## config.mk

```make
export PLATFORM = sky130hd
export DESIGN_NAME = signed_radix_to_text_formatter
export DESIGN_NICKNAME = d
export VERILOG_FILES = /design/src/rtl/srtf_pkg.sv /design/src/rtl/signed_radix_to_text_formatter.sv /design/src/rtl/srtf_divider.sv
export SDC_FILE = /design/constraint.sdc
export NUM_CORES = 1
export LEC_CHECK = 0
export BUFFER_PORTS_ARGS = -buffer_cell sky130_fd_sc_hd__buf_2
export CAP_MARGIN = 0
export CORE_MARGIN = 2
export CORE_UTILIZATION = 60
export CTS_CLUSTER_SIZE = 12
export DETAILED_ROUTE_END_ITERATION = 7
export GPL_TIMING_DRIVEN = 0
export PLACE_DENSITY = 0.79
export SLEW_MARGIN = 30
export SYNTH_ARGS = -nofsm -noshare
export SYNTH_HDL_FRONTEND = slang
export SYNTH_SLANG_ARGS = --single-unit
```

## constraint.sdc

```tcl
create_clock -name clk -period 8.6 [get_ports clk]
set_input_delay 2.58 -clock clk [delete_from_list [all_inputs] [get_ports clk]]
set_output_delay 2.58 -clock clk [all_outputs]
set_load 0.1 [all_outputs]
```

## src/rtl/srtf_pkg.sv

```systemverilog
// ----------------------------------------------------------------------------
// srtf_pkg
// Shared types, constants and helpers of the radix-to-text formatter.
// ----------------------------------------------------------------------------
`default_nettype none

package srtf_pkg;

  // Default parameter values
  localparam int DEF_MAX_RADIX  = 16;
  localparam int DEF_VALUE_BITS = 32;
  localparam int DEF_MAX_CHARS  = 64;

  // Fixed field widths
  localparam int RADIX_W = 5;
  localparam int COUNT_W = 6;
  localparam int CHAR_W  = 8;
  localparam int DIGIT_W = 4;
  localparam int CFG_W   = 64;
  localparam int ADDR_W  = 4;

  // Quotient bits resolved per divider cycle
  localparam int STEP_BITS = 4;

  localparam logic [RADIX_W-1:0] MIN_RADIX = 5'd2;

  localparam logic [CHAR_W-1:0] CHAR_ZERO  = 8'h30;
  localparam logic [CHAR_W-1:0] CHAR_MINUS = 8'h2d;
  localparam logic [CHAR_W-1:0] CHAR_SPACE = 8'h20;
  localparam logic [CHAR_W-1:0] CHAR_NONE  = 8'h00;

  // Register index (paddr bit 3)
  localparam logic REG_CHARS_LOW  = 1'b0;
  localparam logic REG_CHARS_HIGH = 1'b1;

  localparam logic [CFG_W-1:0] CHARS_LOW_RST  = 64'h3736353433323130;
  localparam logic [CFG_W-1:0] CHARS_HIGH_RST = 64'h6665646362613938;

  typedef enum logic [2:0] {
    ST_IDLE,
    ST_LOAD,
    ST_DIV,
    ST_PREP,
    ST_EMIT
  } state_t;

  typedef enum logic [1:0] {
    CLS_SPACE,
    CLS_MINUS,
    CLS_ZERO,
    CLS_DIGIT
  } char_cls_t;

  typedef struct packed {
    logic               done;
    logic [DIGIT_W-1:0] rem;
  } div_status_t;

  function automatic logic [CHAR_W-1:0] digit_char(input logic [CFG_W-1:0]   lo,
                                                   input logic [CFG_W-1:0]   hi,
                                                   input logic [DIGIT_W-1:0] d);
    logic [2*CFG_W-1:0] tab;
    tab = {hi, lo};
    return tab[{d, 3'b000} +: CHAR_W];
  endfunction

endpackage

`default_nettype wire

```

## src/rtl/signed_radix_to_text_formatter.sv

```systemverilog
// ----------------------------------------------------------------------------
// signed_radix_to_text_formatter
// Formats a signed integer as text in a radix of 2 to MAX_RADIX: optional
// space padding, a '-' for negative values, '0' padding up to the minimum
// digit count, then the digits from the configured character table, one
// character per result strobe, most significant first. A transaction is
// accepted when start is high and busy is low; the results follow on
// out_strobe one per cycle with no gaps and cannot be held off. A radix
// below two gives one result with out_bad_radix set, in the next cycle.
// Otherwise the item is taken, then each digit takes a divider load, the
// divider iterations and a write-back of the digit into the one-read
// digit memory through the single shared divider; then the length
// arithmetic runs and each character passes the memory read stage and the
// output register. busy stays high until the final character has left the
// read stage.
// ----------------------------------------------------------------------------
`default_nettype none

module signed_radix_to_text_formatter
  import srtf_pkg::*;
#(
  parameter int MAX_RADIX  = DEF_MAX_RADIX,
  parameter int VALUE_BITS = DEF_VALUE_BITS,
  parameter int MAX_CHARS  = DEF_MAX_CHARS
) (
  input  wire logic                         clk,
  input  wire logic                         rst_n,
  // command channel
  input  wire logic                         start,
  output      logic                         busy,
  input  wire logic signed [VALUE_BITS-1:0] in_value,
  input  wire logic [RADIX_W-1:0]           in_radix,
  input  wire logic [COUNT_W-1:0]           in_min_digits,
  input  wire logic [COUNT_W-1:0]           in_field_width,
  // result channel
  output      logic                         out_strobe,
  output      logic [CHAR_W-1:0]            out_text_char,
  output      logic                         out_last_char,
  output      logic                         out_bad_radix,
  // configuration port
  input  wire logic                         psel,
  input  wire logic                         penable,
  input  wire logic                         pwrite,
  input  wire logic [ADDR_W-1:0]            paddr,
  input  wire logic [CFG_W-1:0]             pwdata,
  output      logic [CFG_W-1:0]             prdata,
  output      logic                         pready
);

  // Longest text before truncation: sign plus the wider of the digit
  // padding and the digit count, or the field width.
  localparam int MAX_DIGS = (VALUE_BITS > 63) ? VALUE_BITS : 63;
  localparam int LEN_W    = $clog2(MAX_DIGS + 2);
  localparam int N_W      = $clog2(VALUE_BITS + 1);
  localparam int MEM_AW   = $clog2(VALUE_BITS);

  // --------------------------------------------------------------------------
  // Configuration registers: the digit character table.
  // --------------------------------------------------------------------------
  logic [CFG_W-1:0] chars_lo_r;
  logic [CFG_W-1:0] chars_hi_r;
  logic             cfg_we;

  assign pready = 1'b1;
  assign cfg_we = psel & penable & pwrite & pready;

  always_ff @(posedge clk) begin
    if (!rst_n) begin
      chars_lo_r <= CHARS_LOW_RST;
      chars_hi_r <= CHARS_HIGH_RST;
    end else if (cfg_we) begin
      // bits below 3 are not decoded, so the two registers alias upwards
      unique case (paddr[3])
        REG_CHARS_LOW:  chars_lo_r <= pwdata;
        REG_CHARS_HIGH: chars_hi_r <= pwdata;
        default:        chars_lo_r <= chars_lo_r;
      endcase
    end
  end

  assign prdata = (paddr[3] == REG_CHARS_HIGH) ? chars_hi_r : chars_lo_r;

  // --------------------------------------------------------------------------
  // Item registers
  // --------------------------------------------------------------------------
  state_t                 state_r, state_nxt;
  logic [VALUE_BITS-1:0]  mag_r;
  logic                   neg_r;
  logic [RADIX_W-1:0]     radix_r;
  logic [COUNT_W-1:0]     prec_r;
  logic [COUNT_W-1:0]     spac_r;
  logic [N_W-1:0]         n_r;
  logic [LEN_W-1:0]       spaces_r;
  logic [LEN_W-1:0]       total_r;
  logic [LEN_W-1:0]       zero_end_r;
  logic [LEN_W-1:0]       emit_cnt_r;
  logic [LEN_W-1:0]       pos_r;

  // read stage of the emit pipe
  logic                   a_vld_r;
  char_cls_t              a_cls_r;
  logic                   a_last_r;
  logic [DIGIT_W-1:0]     rd_data_r;

  // output register
  logic                   out_strobe_r;
  logic [CHAR_W-1:0]      out_char_r;
  logic                   out_last_r;
  logic                   out_bad_r;

  // --------------------------------------------------------------------------
  // Accept decode
  // --------------------------------------------------------------------------
  logic                   accept;
  logic                   in_bad;
  logic                   in_neg;
  logic [VALUE_BITS-1:0]  in_mag;

  // hold off new transactions until the last character leaves the read stage
  assign busy   = (state_r != ST_IDLE) | a_vld_r;
  assign accept = start & ~busy;
  assign in_bad = (in_radix < MIN_RADIX);
  assign in_neg = in_value[VALUE_BITS-1];
  // the most negative value wraps to its own unsigned magnitude
  assign in_mag = in_neg ? (~in_value + 1'b1) : in_value;

  // --------------------------------------------------------------------------
  // Shared divider
  // --------------------------------------------------------------------------
  logic                   div_start;
  logic [VALUE_BITS-1:0]  div_quotient;
  div_status_t            div_status;

  srtf_divider #(
    .VALUE_BITS (VALUE_BITS)
  ) u_div (
    .clk      (clk),
    .rst_n    (rst_n),
    .start    (div_start),
    .dividend (mag_r),
    .divisor  (radix_r),
    .quotient (div_quotient),
    .status   (div_status)
  );

  // --------------------------------------------------------------------------
  // Length arithmetic (PREP): total is the wider of the field width and the
  // signed, zero-padded digit string.
  // --------------------------------------------------------------------------
  logic [LEN_W-1:0] pad_len;
  logic [LEN_W-1:0] body_len;
  logic [LEN_W-1:0] total_len;

  assign pad_len   = (LEN_W'(prec_r) > LEN_W'(n_r)) ? LEN_W'(prec_r) : LEN_W'(n_r);
  assign body_len  = pad_len + LEN_W'(neg_r);
  assign total_len = (LEN_W'(spac_r) > body_len) ? LEN_W'(spac_r) : body_len;

  // --------------------------------------------------------------------------
  // Character class at the emit position
  // --------------------------------------------------------------------------
  char_cls_t             emit_cls;
  logic                  emit_last;
  logic [LEN_W-1:0]      digit_idx;
  logic [MEM_AW-1:0]     rd_addr;

  always_comb begin
    if (pos_r < spaces_r) begin
      emit_cls = CLS_SPACE;
    end else if (neg_r && (pos_r == spaces_r)) begin
      emit_cls = CLS_MINUS;
    end else if (pos_r < zero_end_r) begin
      emit_cls = CLS_ZERO;
    end else begin
      emit_cls = CLS_DIGIT;
    end
  end

  // digits sit least significant first, so the final character is entry 0
  assign digit_idx = total_r - 1'b1 - pos_r;
  assign rd_addr   = digit_idx[MEM_AW-1:0];
  assign emit_last = (pos_r == emit_cnt_r - 1'b1);

  // --------------------------------------------------------------------------
  // Sequencer
  // --------------------------------------------------------------------------
  always_comb begin
    state_nxt = state_r;
    div_start = 1'b0;
    unique case (state_r)
      ST_IDLE: begin
        if (accept && !in_bad) begin
          state_nxt = (in_mag == '0) ? ST_PREP : ST_LOAD;
        end
      end
      ST_LOAD: begin
        div_start = 1'b1;
        state_nxt = ST_DIV;
      end
      ST_DIV: begin
        if (div_status.done) begin
          state_nxt = (div_quotient == '0) ? ST_PREP : ST_LOAD;
        end
      end
      ST_PREP: begin
        state_nxt = ST_EMIT;
      end
      ST_EMIT: begin
        if (emit_last) begin
          state_nxt = ST_IDLE;
        end
      end
      default: begin
        state_nxt = ST_IDLE;
      end
    endcase
  end

  always_ff @(posedge clk) begin
    if (!rst_n) begin
      state_r <= ST_IDLE;
      a_vld_r <= 1'b0;
    end else begin
      state_r <= state_nxt;
      a_vld_r <= (state_r == ST_EMIT);
    end
  end

  // Item datapath: latch the operands, advance the digit count, then fix the
  // text boundaries once all digits are known.
  always_ff @(posedge clk) begin
    if (!rst_n) begin
      mag_r <= '0;
      n_r   <= '0;
    end else begin
      unique case (state_r)
        ST_IDLE: begin
          if (accept && !in_bad) begin
            mag_r <= in_mag;
            n_r   <= '0;
          end
        end
        ST_DIV: begin
          if (div_status.done) begin
            mag_r <= div_quotient;
            n_r   <= n_r + 1'b1;
          end
        end
        default: begin
          mag_r <= mag_r;
        end
      endcase
    end
  end

  always_ff @(posedge clk) begin
    if (state_r == ST_IDLE && accept && !in_bad) begin
      neg_r   <= in_neg;
      // saturate an over-range radix
      radix_r <= (in_radix > RADIX_W'(MAX_RADIX)) ? RADIX_W'(MAX_RADIX) : in_radix;
      // a minimum of zero digits still prints one
      prec_r  <= (in_min_digits == '0) ? COUNT_W'(1) : in_min_digits;
      spac_r  <= in_field_width;
    end
    if (state_r == ST_PREP) begin
      total_r    <= total_len;
      spaces_r   <= total_len - body_len;
      zero_end_r <= total_len - LEN_W'(n_r);
      emit_cnt_r <= (total_len > LEN_W'(MAX_CHARS)) ? LEN_W'(MAX_CHARS) : total_len;
      pos_r      <= '0;
    end else if (state_r == ST_EMIT) begin
      pos_r <= pos_r + 1'b1;
    end
  end

  // --------------------------------------------------------------------------
  // Digit memory: one write port from the divider, one registered read port
  // for the emit pipe.
  // --------------------------------------------------------------------------
  logic [DIGIT_W-1:0] digit_mem [VALUE_BITS];

  always_ff @(posedge clk) begin
    if (state_r == ST_DIV && div_status.done) begin
      digit_mem[n_r[MEM_AW-1:0]] <= div_status.rem;
    end
  end

  always_ff @(posedge clk) begin
    rd_data_r <= digit_mem[rd_addr];
    a_cls_r   <= emit_cls;
    a_last_r  <= emit_last;
  end

  // --------------------------------------------------------------------------
  // Output register: the error result or the next character.
  // --------------------------------------------------------------------------
  always_ff @(posedge clk) begin
    if (!rst_n) begin
      out_strobe_r <= 1'b0;
    end else begin
      out_strobe_r <= (accept & in_bad) | a_vld_r;
    end
  end

  always_ff @(posedge clk) begin
    if (accept && in_bad) begin
      out_char_r <= CHAR_NONE;
      out_last_r <= 1'b1;
      out_bad_r  <= 1'b1;
    end else begin
      case (a_cls_r)
        CLS_SPACE: out_char_r <= CHAR_SPACE;
        CLS_MINUS: out_char_r <= CHAR_MINUS;
        CLS_ZERO:  out_char_r <= CHAR_ZERO;
        default:   out_char_r <= digit_char(chars_lo_r, chars_hi_r, rd_data_r);
      endcase
      out_last_r <= a_last_r;
      out_bad_r  <= 1'b0;
    end
  end

  assign out_strobe    = out_strobe_r;
  assign out_text_char = out_char_r;
  assign out_last_char = out_last_r;
  assign out_bad_radix = out_bad_r;

endmodule

`default_nettype wire

```

## src/rtl/srtf_divider.sv

```systemverilog
// ----------------------------------------------------------------------------
// srtf_divider
// Iterative divider by a small radix, STEP_BITS quotient bits per cycle.
// ----------------------------------------------------------------------------
`default_nettype none

module srtf_divider
  import srtf_pkg::*;
#(
  parameter int VALUE_BITS = DEF_VALUE_BITS
) (
  input  wire logic                  clk,
  input  wire logic                  rst_n,
  input  wire logic                  start,
  input  wire logic [VALUE_BITS-1:0] dividend,
  input  wire logic [RADIX_W-1:0]    divisor,
  output      logic [VALUE_BITS-1:0] quotient,
  output      div_status_t           status
);

  localparam int STEPS = (VALUE_BITS + STEP_BITS - 1) / STEP_BITS;
  localparam int DIV_W = STEPS * STEP_BITS;
  localparam int CNT_W = $clog2(STEPS + 1);

  logic [DIV_W-1:0]   w_r, w_nxt;
  logic [DIGIT_W-1:0] r_r, r_nxt;
  logic [CNT_W-1:0]   cnt_r;
  logic               done_r;

  // Restoring steps: shift the top dividend bit into the remainder, subtract
  // where it fits and shift the quotient bit in at the bottom.
  always_comb begin
    logic [RADIX_W-1:0] r;
    logic [DIV_W-1:0]   w;
    r = {1'b0, r_r};
    w = w_r;
    for (int k = 0; k < STEP_BITS; k++) begin
      r = {r[DIGIT_W-1:0], w[DIV_W-1]};
      w = {w[DIV_W-2:0], 1'b0};
      if (r >= divisor) begin
        r    = r - divisor;
        w[0] = 1'b1;
      end
    end
    w_nxt = w;
    r_nxt = r[DIGIT_W-1:0];
  end

  always_ff @(posedge clk) begin
    if (!rst_n) begin
      cnt_r  <= '0;
      done_r <= 1'b0;
    end else if (start) begin
      cnt_r  <= CNT_W'(STEPS);
      done_r <= 1'b0;
    end else if (cnt_r != '0) begin
      cnt_r  <= cnt_r - 1'b1;
      done_r <= (cnt_r == CNT_W'(1));
    end
  end

  always_ff @(posedge clk) begin
    if (start) begin
      w_r <= DIV_W'(dividend);
      r_r <= '0;
    end else if (cnt_r != '0) begin
      w_r <= w_nxt;
      r_r <= r_nxt;
    end
  end

  assign quotient    = w_r[VALUE_BITS-1:0];
  assign status.done = done_r;
  assign status.rem  = r_r;

endmodule

`default_nettype wire

```

==> impl_results.md, run 1 <==
- Cells taking the most area after synthesis: edfxtp_1 29%, dfxtp_1 20%, mux4_2 8.7%
- Non-Filler Instances: 2691
- Total gr overflow: 0
- Worst-path clk slew: 0.06 ns
- Status: completed
- YS warnings: 0
- Top cell by count, worst path: ha_1
- Period utilization: 90.2%
- Total Wirelength: 61300 um
- Setup TNS: 0 ns
- Synth top area share: 29.5%
- Max Cap Violations: 0
- Resized cells post-CTS: 0
- Crit path from: n_r[3]
- Max-slew violation count: 0
- CTS Sinks: 408
- Post-Syn Area per Cell: 10.6 sq um
- Fillers: 2497
- Startpoint types: flop
- Worst vdd ir: 0.276 mV
- Vias in the first global route: 16587
- CP max stage delay: 0.57 ns
- Multi-input gate area: 9850 sq um
- Die Span X: 190 um
- Synth unique cells: 71
- CTS Root Cell: clkbuf_16
- Drt wl/cell: 22.8 um
- Post-synthesis register bit count: 408
- Largest net degree at the start of global routing: 37
- Routability cong.: 0.989
- Fin util: 69.3%
- Register area: 10200 sq um
- Syn Nets: 2160
- Syn Inst Count: 1957
- Leakage: 9.28 nW
- Post-synthesis cell area: 20800 sq um
- Critical path required time: 8.89 ns
- # port buffers: 194
- Unrepaired setup endpoints after global routing: no
- Final setup fails: 0
- Final hold violations: 0
- Rel. slew slack: 34.9%
- Hold buffers post-CTS: 0
- HPWL Detailed: 44700 um
- Seq/Total Area, Yosys: 49.1%
- Initial antenna violation count: 8
- Slowest stage cell, crit path: o21ai_1
- Vias per cell: 6.18
- Yosys top cell by area: edfxtp_1
- Initial Utilization: 60.6%
- Final min period: 7.76 ns
- Iteration-0 DRC Markers: 1904
- Hold Crit Start: a_last_r
- Final nets: 2400
- CTS tree: done
- Post-synth EDFFs: 204
- DP Cell Count: 2607
- Worst Clk Skew: 0.0224 ns
- CTS Buffer Depth: 3
- Core Box Area: 34300 sq um
- Post-route ant nets: 0
- Worst slew pin tran: 0.968 ns
- DRC: 0
- Worst setup EP type: flop
- Total power: 7.16 mW
- Die Y: 190 um
- Post-CTS setup buffers: 0
- GRT Util Overall: 33.5%
- TritonCTS buffer count: 43
- Critical R2R Launch: n_r[3]
- Synth async-reset ratio: 0%
- Critical path class: reg2reg
- Synth-to-layout area growth: 14.4%
- Via Count: 16634
- Max FO, Critical Path: 10
- Die area: 36100 sq um
- Pwr Density: 301 nW/um^2
- Max Clk Rate: 0.129 GHz
- FP Rows: 68
- Hold WC Path Type: reg2reg
- Post-synth top flop: edfxtp_1
- First-pass GRT wire length: 93200 um
- # IOs: 200
- Clock latency on the worst-skew pair: 0.56 ns
- WHS: 0.418 ns
- Ratio of cells with drive above 1 in the final layout: 20.1%
- Drt pass-1 iters: 6
- CP arrival: 8.05 ns
- CTS H-Tree Depth: 2
## cells in the final DEF (no fill, tap or decap), drive strengths merged, types with 6 or more instances in the layout
master	instances
dfxtp	204
edfxtp	204
a211oi	21
fa	7
nand4	15
mux2	78
xnor2	35
nor3	19
nor2b	42
clkinv	9
o41ai	12
diode	8
nand2	397
or4	6
mux4	80
mux2i	19
nand2b	12
clkbuf	173
or3	11
nor2	120
a21o	23
buf	206
inv	77
o21ai	23
o21a	11
nor4	21
ha	73
and3	6
xor2	36
nand3	81
a21oi	62
a21boi	80
## cells in the mapped netlist, types with 23 or more instances
| cell type | number |
|---|---|
| edfxtp_1 | 204 |
| inv_1 | 77 |
| xor2_1 | 36 |
| a21boi_0 | 79 |
| nor2_1 | 120 |
| a21o_1 | 23 |
| mux4_2 | 80 |
| mux2_2 | 76 |
| a21oi_1 | 62 |
| ha_1 | 73 |
| nor2b_1 | 42 |
| xnor2_1 | 35 |
| dfxtp_1 | 204 |
| nand2_1 | 397 |
| nand3_1 | 81 |
| clkbuf_1 | 104 |
## final cells by class
class | instances | share of cell area [%]
Multi-Input combinational cell | 1354 | 41.5
Tap cell | 455 | 2.40
Sequential cell | 408 | 43.0
Buffer | 118 | 1.94
Timing Repair Buffer | 195 | 4.20
Clock inverter | 10 | 0.495
Inverter | 77 | 1.22
Antenna cell | 8 | 0.0842
Clock buffer | 66 | 5.23
## worst max-delay path, delay by kind of cell, from the launching register on
kind | cells | cell delay (ns)
fa+ha+maj | 5 | 1.62
compound gates | 11 | 2.72
simple gates | 4 | 0.61
buf+inv | 5 | 1.28
mux | 2 | 0.64
xor+xnor | 2 | 0.29
flops | 1 | 0.33
## logic make-up after synthesis
kind of cell	after synthesis	share of synthesized area, %
muxes	177	13.8
xor gates and xnor gates	71	2.99
other	1	0.0181
and+or+nand+nor	749	16.1
buffers and inverters	195	3.57
adders and majority gates	80	5.07
AOI/OAI and AO/OA	276	9.28
DFF	408	49.1
## path summary, 6_finish.rpt
kind                         to  slack [ns]  cells past startpoint
setup / recovery  zero_end_r[6]        0.84                     29
hold / removal    out_last_char        0.42                      1
setup reg to reg  zero_end_r[6]        0.84                     29
hold reg to reg   out_last_char        0.42                      1
## stage by stage
step / worst slack [ns] / area [sq um]
3_3_place_gp: 1.34 / 22300
5_1_grt: 0.536 / 23800
6_report: 0.841 / 23800
3_5_place_dp: 1.17 / 22400
4_1_cts: 1.03 / 23700
2_1_floorplan: 2.21 / 20800
## sequential cells by signal (all words and copies together) (netlist names), 2 cells and up
register / flops
a_cls_r: 2
chars_hi_r: 64
chars_lo_r: 64
digit_mem: 128
emit_cnt_r: 7
mag_r: 32
n_r: 6
out_text_char: 8
pos_r: 7
prec_r: 6
radix_r: 5
rd_data_r: 4
spac_r: 6
spaces_r: 7
state_r: 3
total_r: 5
u_div.cnt_r: 4
u_div.quotient: 32
u_div.r_r: 4
zero_end_r: 7
## layer usage
| metal | vias to the layer above | wire length, um | GRT usage, % |
|---|---|---|---|
| met4 | 2 | 3210 | 15.8 |
| li1 | 7468 | - | - |
| met2 | 931 | 28800 | 54.5 |
| met1 | 8023 | 23300 | 43.5 |
| met3 | 210 | 5880 | 6.51 |
| met5 | - | 12 | 0 |
## power by group
group / internal (mW) / switching [mW] / total (mW)
logic: 1.15 / 1.59 / 2.74
clock network: 1.03 / 0.773 / 1.80
registers: 2.37 / 0.249 / 2.62
(Power assumes the default switching activity.)
==> run 2, diff against run 1 <==
--- a/config.mk
+++ b/config.mk
@@ -7,12 +7,14 @@
 export LEC_CHECK = 0
 export BUFFER_PORTS_ARGS = -buffer_cell sky130_fd_sc_hd__buf_2
 export CAP_MARGIN = 0
+export CELL_PAD_IN_SITES_DETAIL_PLACEMENT = 1
+export CELL_PAD_IN_SITES_GLOBAL_PLACEMENT = 2
 export CORE_MARGIN = 2
-export CORE_UTILIZATION = 60
+export CORE_UTILIZATION = 39
 export CTS_CLUSTER_SIZE = 12
 export DETAILED_ROUTE_END_ITERATION = 7
 export GPL_TIMING_DRIVEN = 0
-export PLACE_DENSITY = 0.79
+export PLACE_DENSITY = 0.78
 export SLEW_MARGIN = 30
 export SYNTH_ARGS = -nofsm -noshare
 export SYNTH_HDL_FRONTEND = slang
==> run 2 against run 1 <==
Effect of this change: critical path depth unchanged; worst hold slack better by 0.039 ns; non-clock buffer count is 2 higher; sequential share of layout area decreased by 0.94 points; wire length grew 12%; combinational power grew 2%; sequential power barely moved; first-iteration DRC count fell by 53%; total power rose by 4.0%; cell count increased by 9.0%; design area up 2.2%; via count down 3.2%; critical path type unchanged; largest cell class unchanged; highest routed layer unchanged.
==> impl_results.md, run 2 (synthesis gave the netlist of run 1 again) <==
- Total Wirelength: 68800 um (+12%)
- First-pass GRT wire length: 105000 um (+13%)
- Initial Utilization: 39.5% (-21 points)
- Die area: 55100 sq um (+53%)
- Resized cells post-CTS: 0 (unchanged)
- Rel. slew slack: 36.1% (+1.2 points)
- Worst slew pin tran: 0.959 ns (-0.00920 ns)
- GRT Util Overall: 24.8% (-8.7 points)
- Design Area, Final: 24300 sq um (+2.2%)
- Critical path required time: 9.01 ns (+0.12 ns)
- Initial antenna violation count: 3 (-5)
- GR Layer Usage met3: 3.50% (-3.0 points)
- Core Box Area: 52700 sq um (+54%)
- Slowest stage cell, crit path: o21ai_1
- Net switching power: 2.71 mW (+3.7%)
- Iteration-0 DRC Markers: 886 (-53%)
- Largest register FFs: 128 (unchanged)
- Via Count: 16097 (-3.2%)
- Flop2flop setup slack: 1.01 ns (+0.17 ns)
- GR Util met2: 42.2% (-12 points)
- Total gr overflow: 0 (unchanged)
- Worst vdd ir: 0.207 mV (-25%)
- Hold buffers post-CTS: 0 (unchanged)
- CP max stage delay: 0.58 ns (about the same)
- Max-slew violation count: 0 (unchanged)
- Drt pass-1 iters: 5 (-1)
- Final min period: 7.59 ns (-0.173 ns)
- Internal power: 4.74 mW (+4.2%)
- Synth-to-layout area growth: 16.9%
- Reg power frac: 35.1% (-1.5 points)
- Worst hold stages: 2 (+1)
- Worst setup EP type: flop
- Vias per cell: 5.49 (-11%)
- # port buffers: 194 (unchanged)
- Non-Filler Instances: 2933 (+9.0%)
- M1 GR Usage: 33.4% (-10 points)
- # IOs: 200 (unchanged)
- Status: completed
- CTS Sinks: 408 (unchanged)
- Final setup fails: 0 (unchanged)
- Critical path class: reg2reg
- Hold Crit Start: mag_r[17]
- Leakage: 9.42 nW (+1.4%)
- Switching portion of total power: 36.4% (-0.12 points)
- Vias in the first global route: 16942 (+2.1%)
- TritonCTS buffer count: 48 (+12%)
- Grt peak-use layer: met2
- Die Span X: 235 um (+24%)
- Post-CTS setup buffers: 0 (unchanged)
- Max FO, Critical Path: 10 (unchanged)
- Startpoint types: flop
- CTS Root Cell: clkbuf_16
- Unrepaired setup endpoints after global routing: no
- Most common cell after layout, fill and taps aside: nand2_1
- Setup TNS: 0 ns (unchanged)
- Clk pwr share: 27.4% (+2.2 points)
- Worst Clk Skew: 0.0294 ns (+0.00697 ns)
- Critical R2R Launch: n_r[3]
- Clock latency on the worst-skew pair: 0.60 ns (+0.04 ns)
- Hold Path Sink: mag_r[17]
- Max Clk Rate: 0.132 GHz (+2.3%)
- Final nets: 2407 (+0.29%)
- Max Cap Violations: 0 (unchanged)
- Largest net degree at the start of global routing: 37 (unchanged)
- Placed Area: 22700 sq um (+1.4%)
- CTS tree: done
- Ratio of cells with drive above 1 in the final layout: 20.5% (+0.39 points)
- DP Cell Count: 2841 (+9.0%)
- CP arrival: 8.00 ns (-0.05 ns)
- DRC: 0 (unchanged)
- Worst r2r dst: zero_end_r[6]
- Most frequent cells in the layout: 396 x nand2_1, 204 x edfxtp_1, 202 x buf_2
- Worst-path clk slew: 0.06 ns (about the same)
- Post-route ant nets: 0 (unchanged)
- Gate power share: 37.5% (-0.8 points)
- Die Y: 235 um (+24%)
- Final hold violations: 0 (unchanged)
- Hold WC Path Type: reg2reg
- Drt wl/cell: 23.5 um (+3.0%)
- HPWL Detailed: 51600 um (+15%)
- Period utilization: 88.2% (-2.0 points)
- R2R cell count: 29 (unchanged)
- CTS H-Tree Depth: 2 (unchanged)
- Top cell by count, worst path: ha_1
- CTS Buffer Depth: 3 (unchanged)
- FP Rows: 84 (+24%)
- Routability cong.: 0.856 (-13%)
- Pwr Density: 307 nW/um^2 (+1.8%)
- Total power: 7.45 mW (+4.0%)
run 2: cell count changes in the layout (fill, tap and decap cells not counted), moves of 2 or more:
cell / change
clkbuf_2: -4
buf_2: +2
clkinv_1: +5
clkinv_2: +4
clkbuf_16: +8
clkbuf_1: -3
diode_2: -7
run 2: layer usage:
layer | up-vias | share of wire (%)
li1 | 7483 | -
met1 | 8154 | 45
met2 | 361 | 48
met3 | 95 | 4.3
met4 | 4 | 2.4
met5 | - | 0.033
run 2: per-stage QoR:
step	setup WS [ns]	util [%]	hold slack [ns]
final	1.01	46.1	0.457
after CTS	0.938	46.1	0.464
after global routing	0.353	46.1	0.489
after detailed placement	0.971	43.1	0.459
after floorplan	2.21	-	0.386
after global placement	1.10	42.9	0.445
run 2: cell type report:
cell class,count,area (sq um)
diodes,1,2.50
plain buffers,118,459
clock buffers,69,1410
clock inverters,21,168
fillers,5832,28400
inverters,77,289
multi-input cells,1354,9850
flip-flops and latches,408,10200
well taps,688,861
repair buffers,197,1040
run 2: power groups by stage:
stage / combinational, mW / clock (mW) / sequential (mW)
floorplan: 2.04 / 0 / 2.54
global placement: 2.68 / 0 / 2.64
detailed placement: 2.78 / 0 / 2.65
CTS: 2.79 / 2.08 / 2.61
global route: 3.07 / 2.15 / 2.64
finish: 2.79 / 2.04 / 2.61
run 2: worst max-delay path: cells and delay by family (launching register included):
kind,cells,cell delay (ns)
compound gates,11,2.47
xor+xnor,2,0.42
simple gates,4,0.56
flops,1,0.33
mux,2,0.74
fa+ha+maj,5,1.62
buf+inv,5,1.25
run 2: worst max-delay path by stage:
stage / slack (ns) / end / from
floorplan: 2.21 / prdata[10] / paddr[3]
global placement: 1.10 / zero_end_r[6] / n_r[3]
detailed placement: 0.97 / zero_end_r[6] / n_r[3]
CTS: 0.94 / zero_end_r[6] / n_r[3]
global route: 0.35 / zero_end_r[6] / n_r[3]
finish: 1.01 / zero_end_r[6] / n_r[3]
==> run 3, diff against run 2 <==
--- a/config.mk
+++ b/config.mk
@@ -10,12 +10,15 @@
 export CELL_PAD_IN_SITES_DETAIL_PLACEMENT = 1
 export CELL_PAD_IN_SITES_GLOBAL_PLACEMENT = 2
 export CORE_MARGIN = 2
-export CORE_UTILIZATION = 39
+export CORE_UTILIZATION = 40
 export CTS_CLUSTER_SIZE = 12
 export DETAILED_ROUTE_END_ITERATION = 7
+export GPL_ROUTABILITY_DRIVEN = 0
 export GPL_TIMING_DRIVEN = 0
-export PLACE_DENSITY = 0.78
+export PLACE_DENSITY = 0.79
+export REMOVE_ABC_BUFFERS = 1
 export SLEW_MARGIN = 30
 export SYNTH_ARGS = -nofsm -noshare
 export SYNTH_HDL_FRONTEND = slang
+export SYNTH_HIERARCHICAL = 1
 export SYNTH_SLANG_ARGS = --single-unit
==> run 3 against run 2 <==
Effect of this change: fmax about the same; utilization rose by 1.6 points; count of clock-buffer cells in the layout shrank 4; first-iteration DRC count decreased by 8.9%; highest routed layer unchanged; cell count fell by 5.0%; clock power grew 7%; sequential power is 4% higher.
==> impl_results.md, run 3 <==
- Max-slew violation count: 0 (unchanged)
- Drt wl/cell: 21.2 um (-9.6%)
- DRC: 0 (unchanged)
- CP top delay family: compound AO/OA/AOI/OAI gates
- CP max stage delay: 0.66 ns (+0.08 ns)
- Synth cell count leaders: 325 x nand2_1, 204 x dfxtp_1, 204 x edfxtp_1, 106 x mux2_2, 92 x clkbuf_1
- DP Cell Count: 2698 (-5.0%)
- CP arrival: 7.89 ns (-0.11 ns)
- Levels on crit path: 26 (-10%)
- Worst setup EP type: flop
- Max Cap Violations: 0 (unchanged)
- R2R cell count: 26 (-10%)
- Flop2flop setup slack: 1.01 ns (about the same)
- Ratio of cells with drive above 1 in the final layout: 25.1% (+4.7 points)
- WHS: 0.430 ns (-0.0271 ns)
- Worst slew pin tran: 0.888 ns (-0.0709 ns)
- Initial antenna violation count: 4 (+1)
- Total Wirelength: 59100 um (-14%)
- Synth-to-layout area growth: 17.7%
- Post-Syn Area per Cell: 11.0 sq um (+3.3%)
- CTS Sinks: 408 (unchanged)
- FP Rows: 83 (-1.2%)
- Hold WC Path Type: reg2reg
- Max FO, Critical Path: 9 (-1)
- Largest register FFs: 128 (unchanged)
- Initial Utilization: 40.6% (+1.1 points)
- Top cell by count, worst path: ha_1
- Most frequently used cell type in the post-synthesis netlist: nand2_1
- Worst vdd ir: 0.233 mV (+13%)
- Synth unique cells: 77 (+8.5%)
- Final hold violations: 0 (unchanged)
- Die Y: 232 um (-1.0%)
- Die Span X: 232 um (-1.0%)
- Leakage: 9.42 nW (about the same)
- Hold buffers post-CTS: 0 (unchanged)
- Max Clk Rate: 0.132 GHz (about the same)
- Period utilization: 88.3% (about the same)
- Most frequent cells in the layout: 324 x nand2_1, 204 x edfxtp_1, 197 x dfxtp_1
- Total gr overflow: 0 (unchanged)
- CTS Root Cell: clkbuf_16
- CTS H-Tree Depth: 2 (unchanged)
- Post-route ant nets: 0 (unchanged)
- Drt pass-1 iters: 5 (unchanged)
- Final nets: 2268 (-5.8%)
- Worst-path clk slew: 0.06 ns (about the same)
- Final min period: 7.59 ns (+0.00641 ns)
- Crit path from: n_r[3]
- Rel. slew slack: 40.4% (+4.3 points)
- Iteration-0 DRC Markers: 807 (-8.9%)
- Pwr Density: 309 nW/um^2 (+0.66%)
- Slowest stage cell, crit path: a311oi_1
- Resized cells post-CTS: 0 (unchanged)
- Vias per cell: 5.45 (-0.73%)
- Status: completed
- Critical R2R Launch: n_r[3]
- Post-synthesis cell area: 20900 sq um (+0.42%)
- Worst r2r dst: zero_end_r[6]
- Synth top area share: 29.4% (-0.12 points)
- First-pass GRT wire length: 92600 um (-12%)
- Core Box Area: 51400 sq um (-2.4%)
- HPWL Detailed: 42700 um (-17%)
- Largest net degree at the start of global routing: 109 (+190%)
- Unrepaired setup endpoints after global routing: no
- Most common cell after layout, fill and taps aside: nand2_1
- Seq/Total Area, Yosys: 48.9% (-0.21 points)
- Final setup fails: 0 (unchanged)
- GRT Util Overall: 22.0% (-2.9 points)
- Clock latency on the worst-skew pair: 0.57 ns (-0.03 ns)
- TritonCTS buffer count: 47 (-2.1%)
- Syn Inst Count: 1902 (-2.8%)
- Worst Clk Skew: 0.0112 ns (-0.0182 ns)
- Synth async-reset ratio: 0% (unchanged)
- Post-CTS setup buffers: 0 (unchanged)
- CTS Buffer Depth: 3 (unchanged)
- Non-Filler Instances: 2786 (-5.0%)
- Via Count: 15179 (-5.7%)
- Vias in the first global route: 16087 (-5.0%)
- # port buffers: 195 (+0.52%)
- YS warnings: 6 (+6)
- # IOs: 200 (unchanged)
- CP Capture Point: zero_end_r[6]
- Yosys top cell by area: edfxtp_1
- Bufs and invs on worst path: 2 (-3)
- Post-synthesis register bit count: 408 (unchanged)
- Cells taking the most area after synthesis: edfxtp_1 29%, dfxtp_1 20%, mux4_2 8.4%
- Hold Crit Start: a_last_r
- Startpoint types: flop
- Die area: 54000 sq um (-2.1%)
- Post-synth EDFFs: 204 (unchanged)
- Post-synth top flop: edfxtp_1
- CTS tree: done
- Critical path required time: 8.89 ns (-0.12 ns)
- Critical path class: reg2reg
-- run 3: changes by cell type after synthesis, sizes merged, moves of 9 or more --
cell	change
nor2	-34
clkbuf	-11
xnor2	+10
mux2	+31
nand2b	+9
o211ai	+9
o21ai	+15
nand2	-72
-- run 3: layout make-up --
class / count / area, sq um
diodes: 3 / 7.51
clock buffers: 65 / 1340
clock inverters: 20 / 347
fillers: 5537 / 26900
inverters: 72 / 270
multi-input cells: 1309 / 10000
flip-flops and latches: 408 / 10200
well taps: 680 / 851
repair buffers: 229 / 1530
-- run 3: stage by stage --
stage,total power [mW],setup WS [ns],cell area (sq um),util [%],setup TNS [ns]
after global routing,8.04,0.312,24600,47.8,0
after floorplan,4.60,1.83,20400,-,0
after global placement,5.28,-1.03,22200,43.2,-16.01
after detailed placement,5.45,1.04,22900,44.5,0
after CTS,7.67,1.01,24500,47.7,0
final,7.58,1.01,24600,47.8,0
-- run 3: power breakdown --
group | switching (mW) | internal (mW) | total, mW
Sequential | 0.327 | 2.38 | 2.71
Clock | 0.804 | 1.38 | 2.18
Combinational | 1.42 | 1.26 | 2.69
-- run 3: cells by family after synthesis --
logic type               after synthesis  synth area share [%]
flip-flops                           408                  48.9
buffers and inverters                185                  3.62
AND/OR/NAND/NOR                      651                  14.3
other                                  1                0.0180
multiplexers                         202                  15.1
XOR/XNOR                              80                  3.36
AO/OA/AOI/OAI                        297                  9.80
adder cells (fa/ha/maj)               78                  4.93
-- run 3: layer usage --
layer / vias to the layer above / GRT usage, % / wire length [um]
met5: - / 0 / 13
met4: 2 / 5.93 / 1390
met3: 80 / 3.20 / 2350
met2: 288 / 38.3 / 29200
met1: 7612 / 28.5 / 26100
li1: 7197 / - / -
-- run 3: how the worst min path moves through the flow --
stage	slack [ns]	end	depth (start not counted)
2_1_floorplan	0.39	out_last_char	1
3_3_place_gp	0.40	out_last_char	1
3_5_place_dp	0.41	out_last_char	1
4_1_cts	0.43	out_last_char	1
5_1_grt	0.48	out_last_char	1
6_report	0.43	out_last_char	1
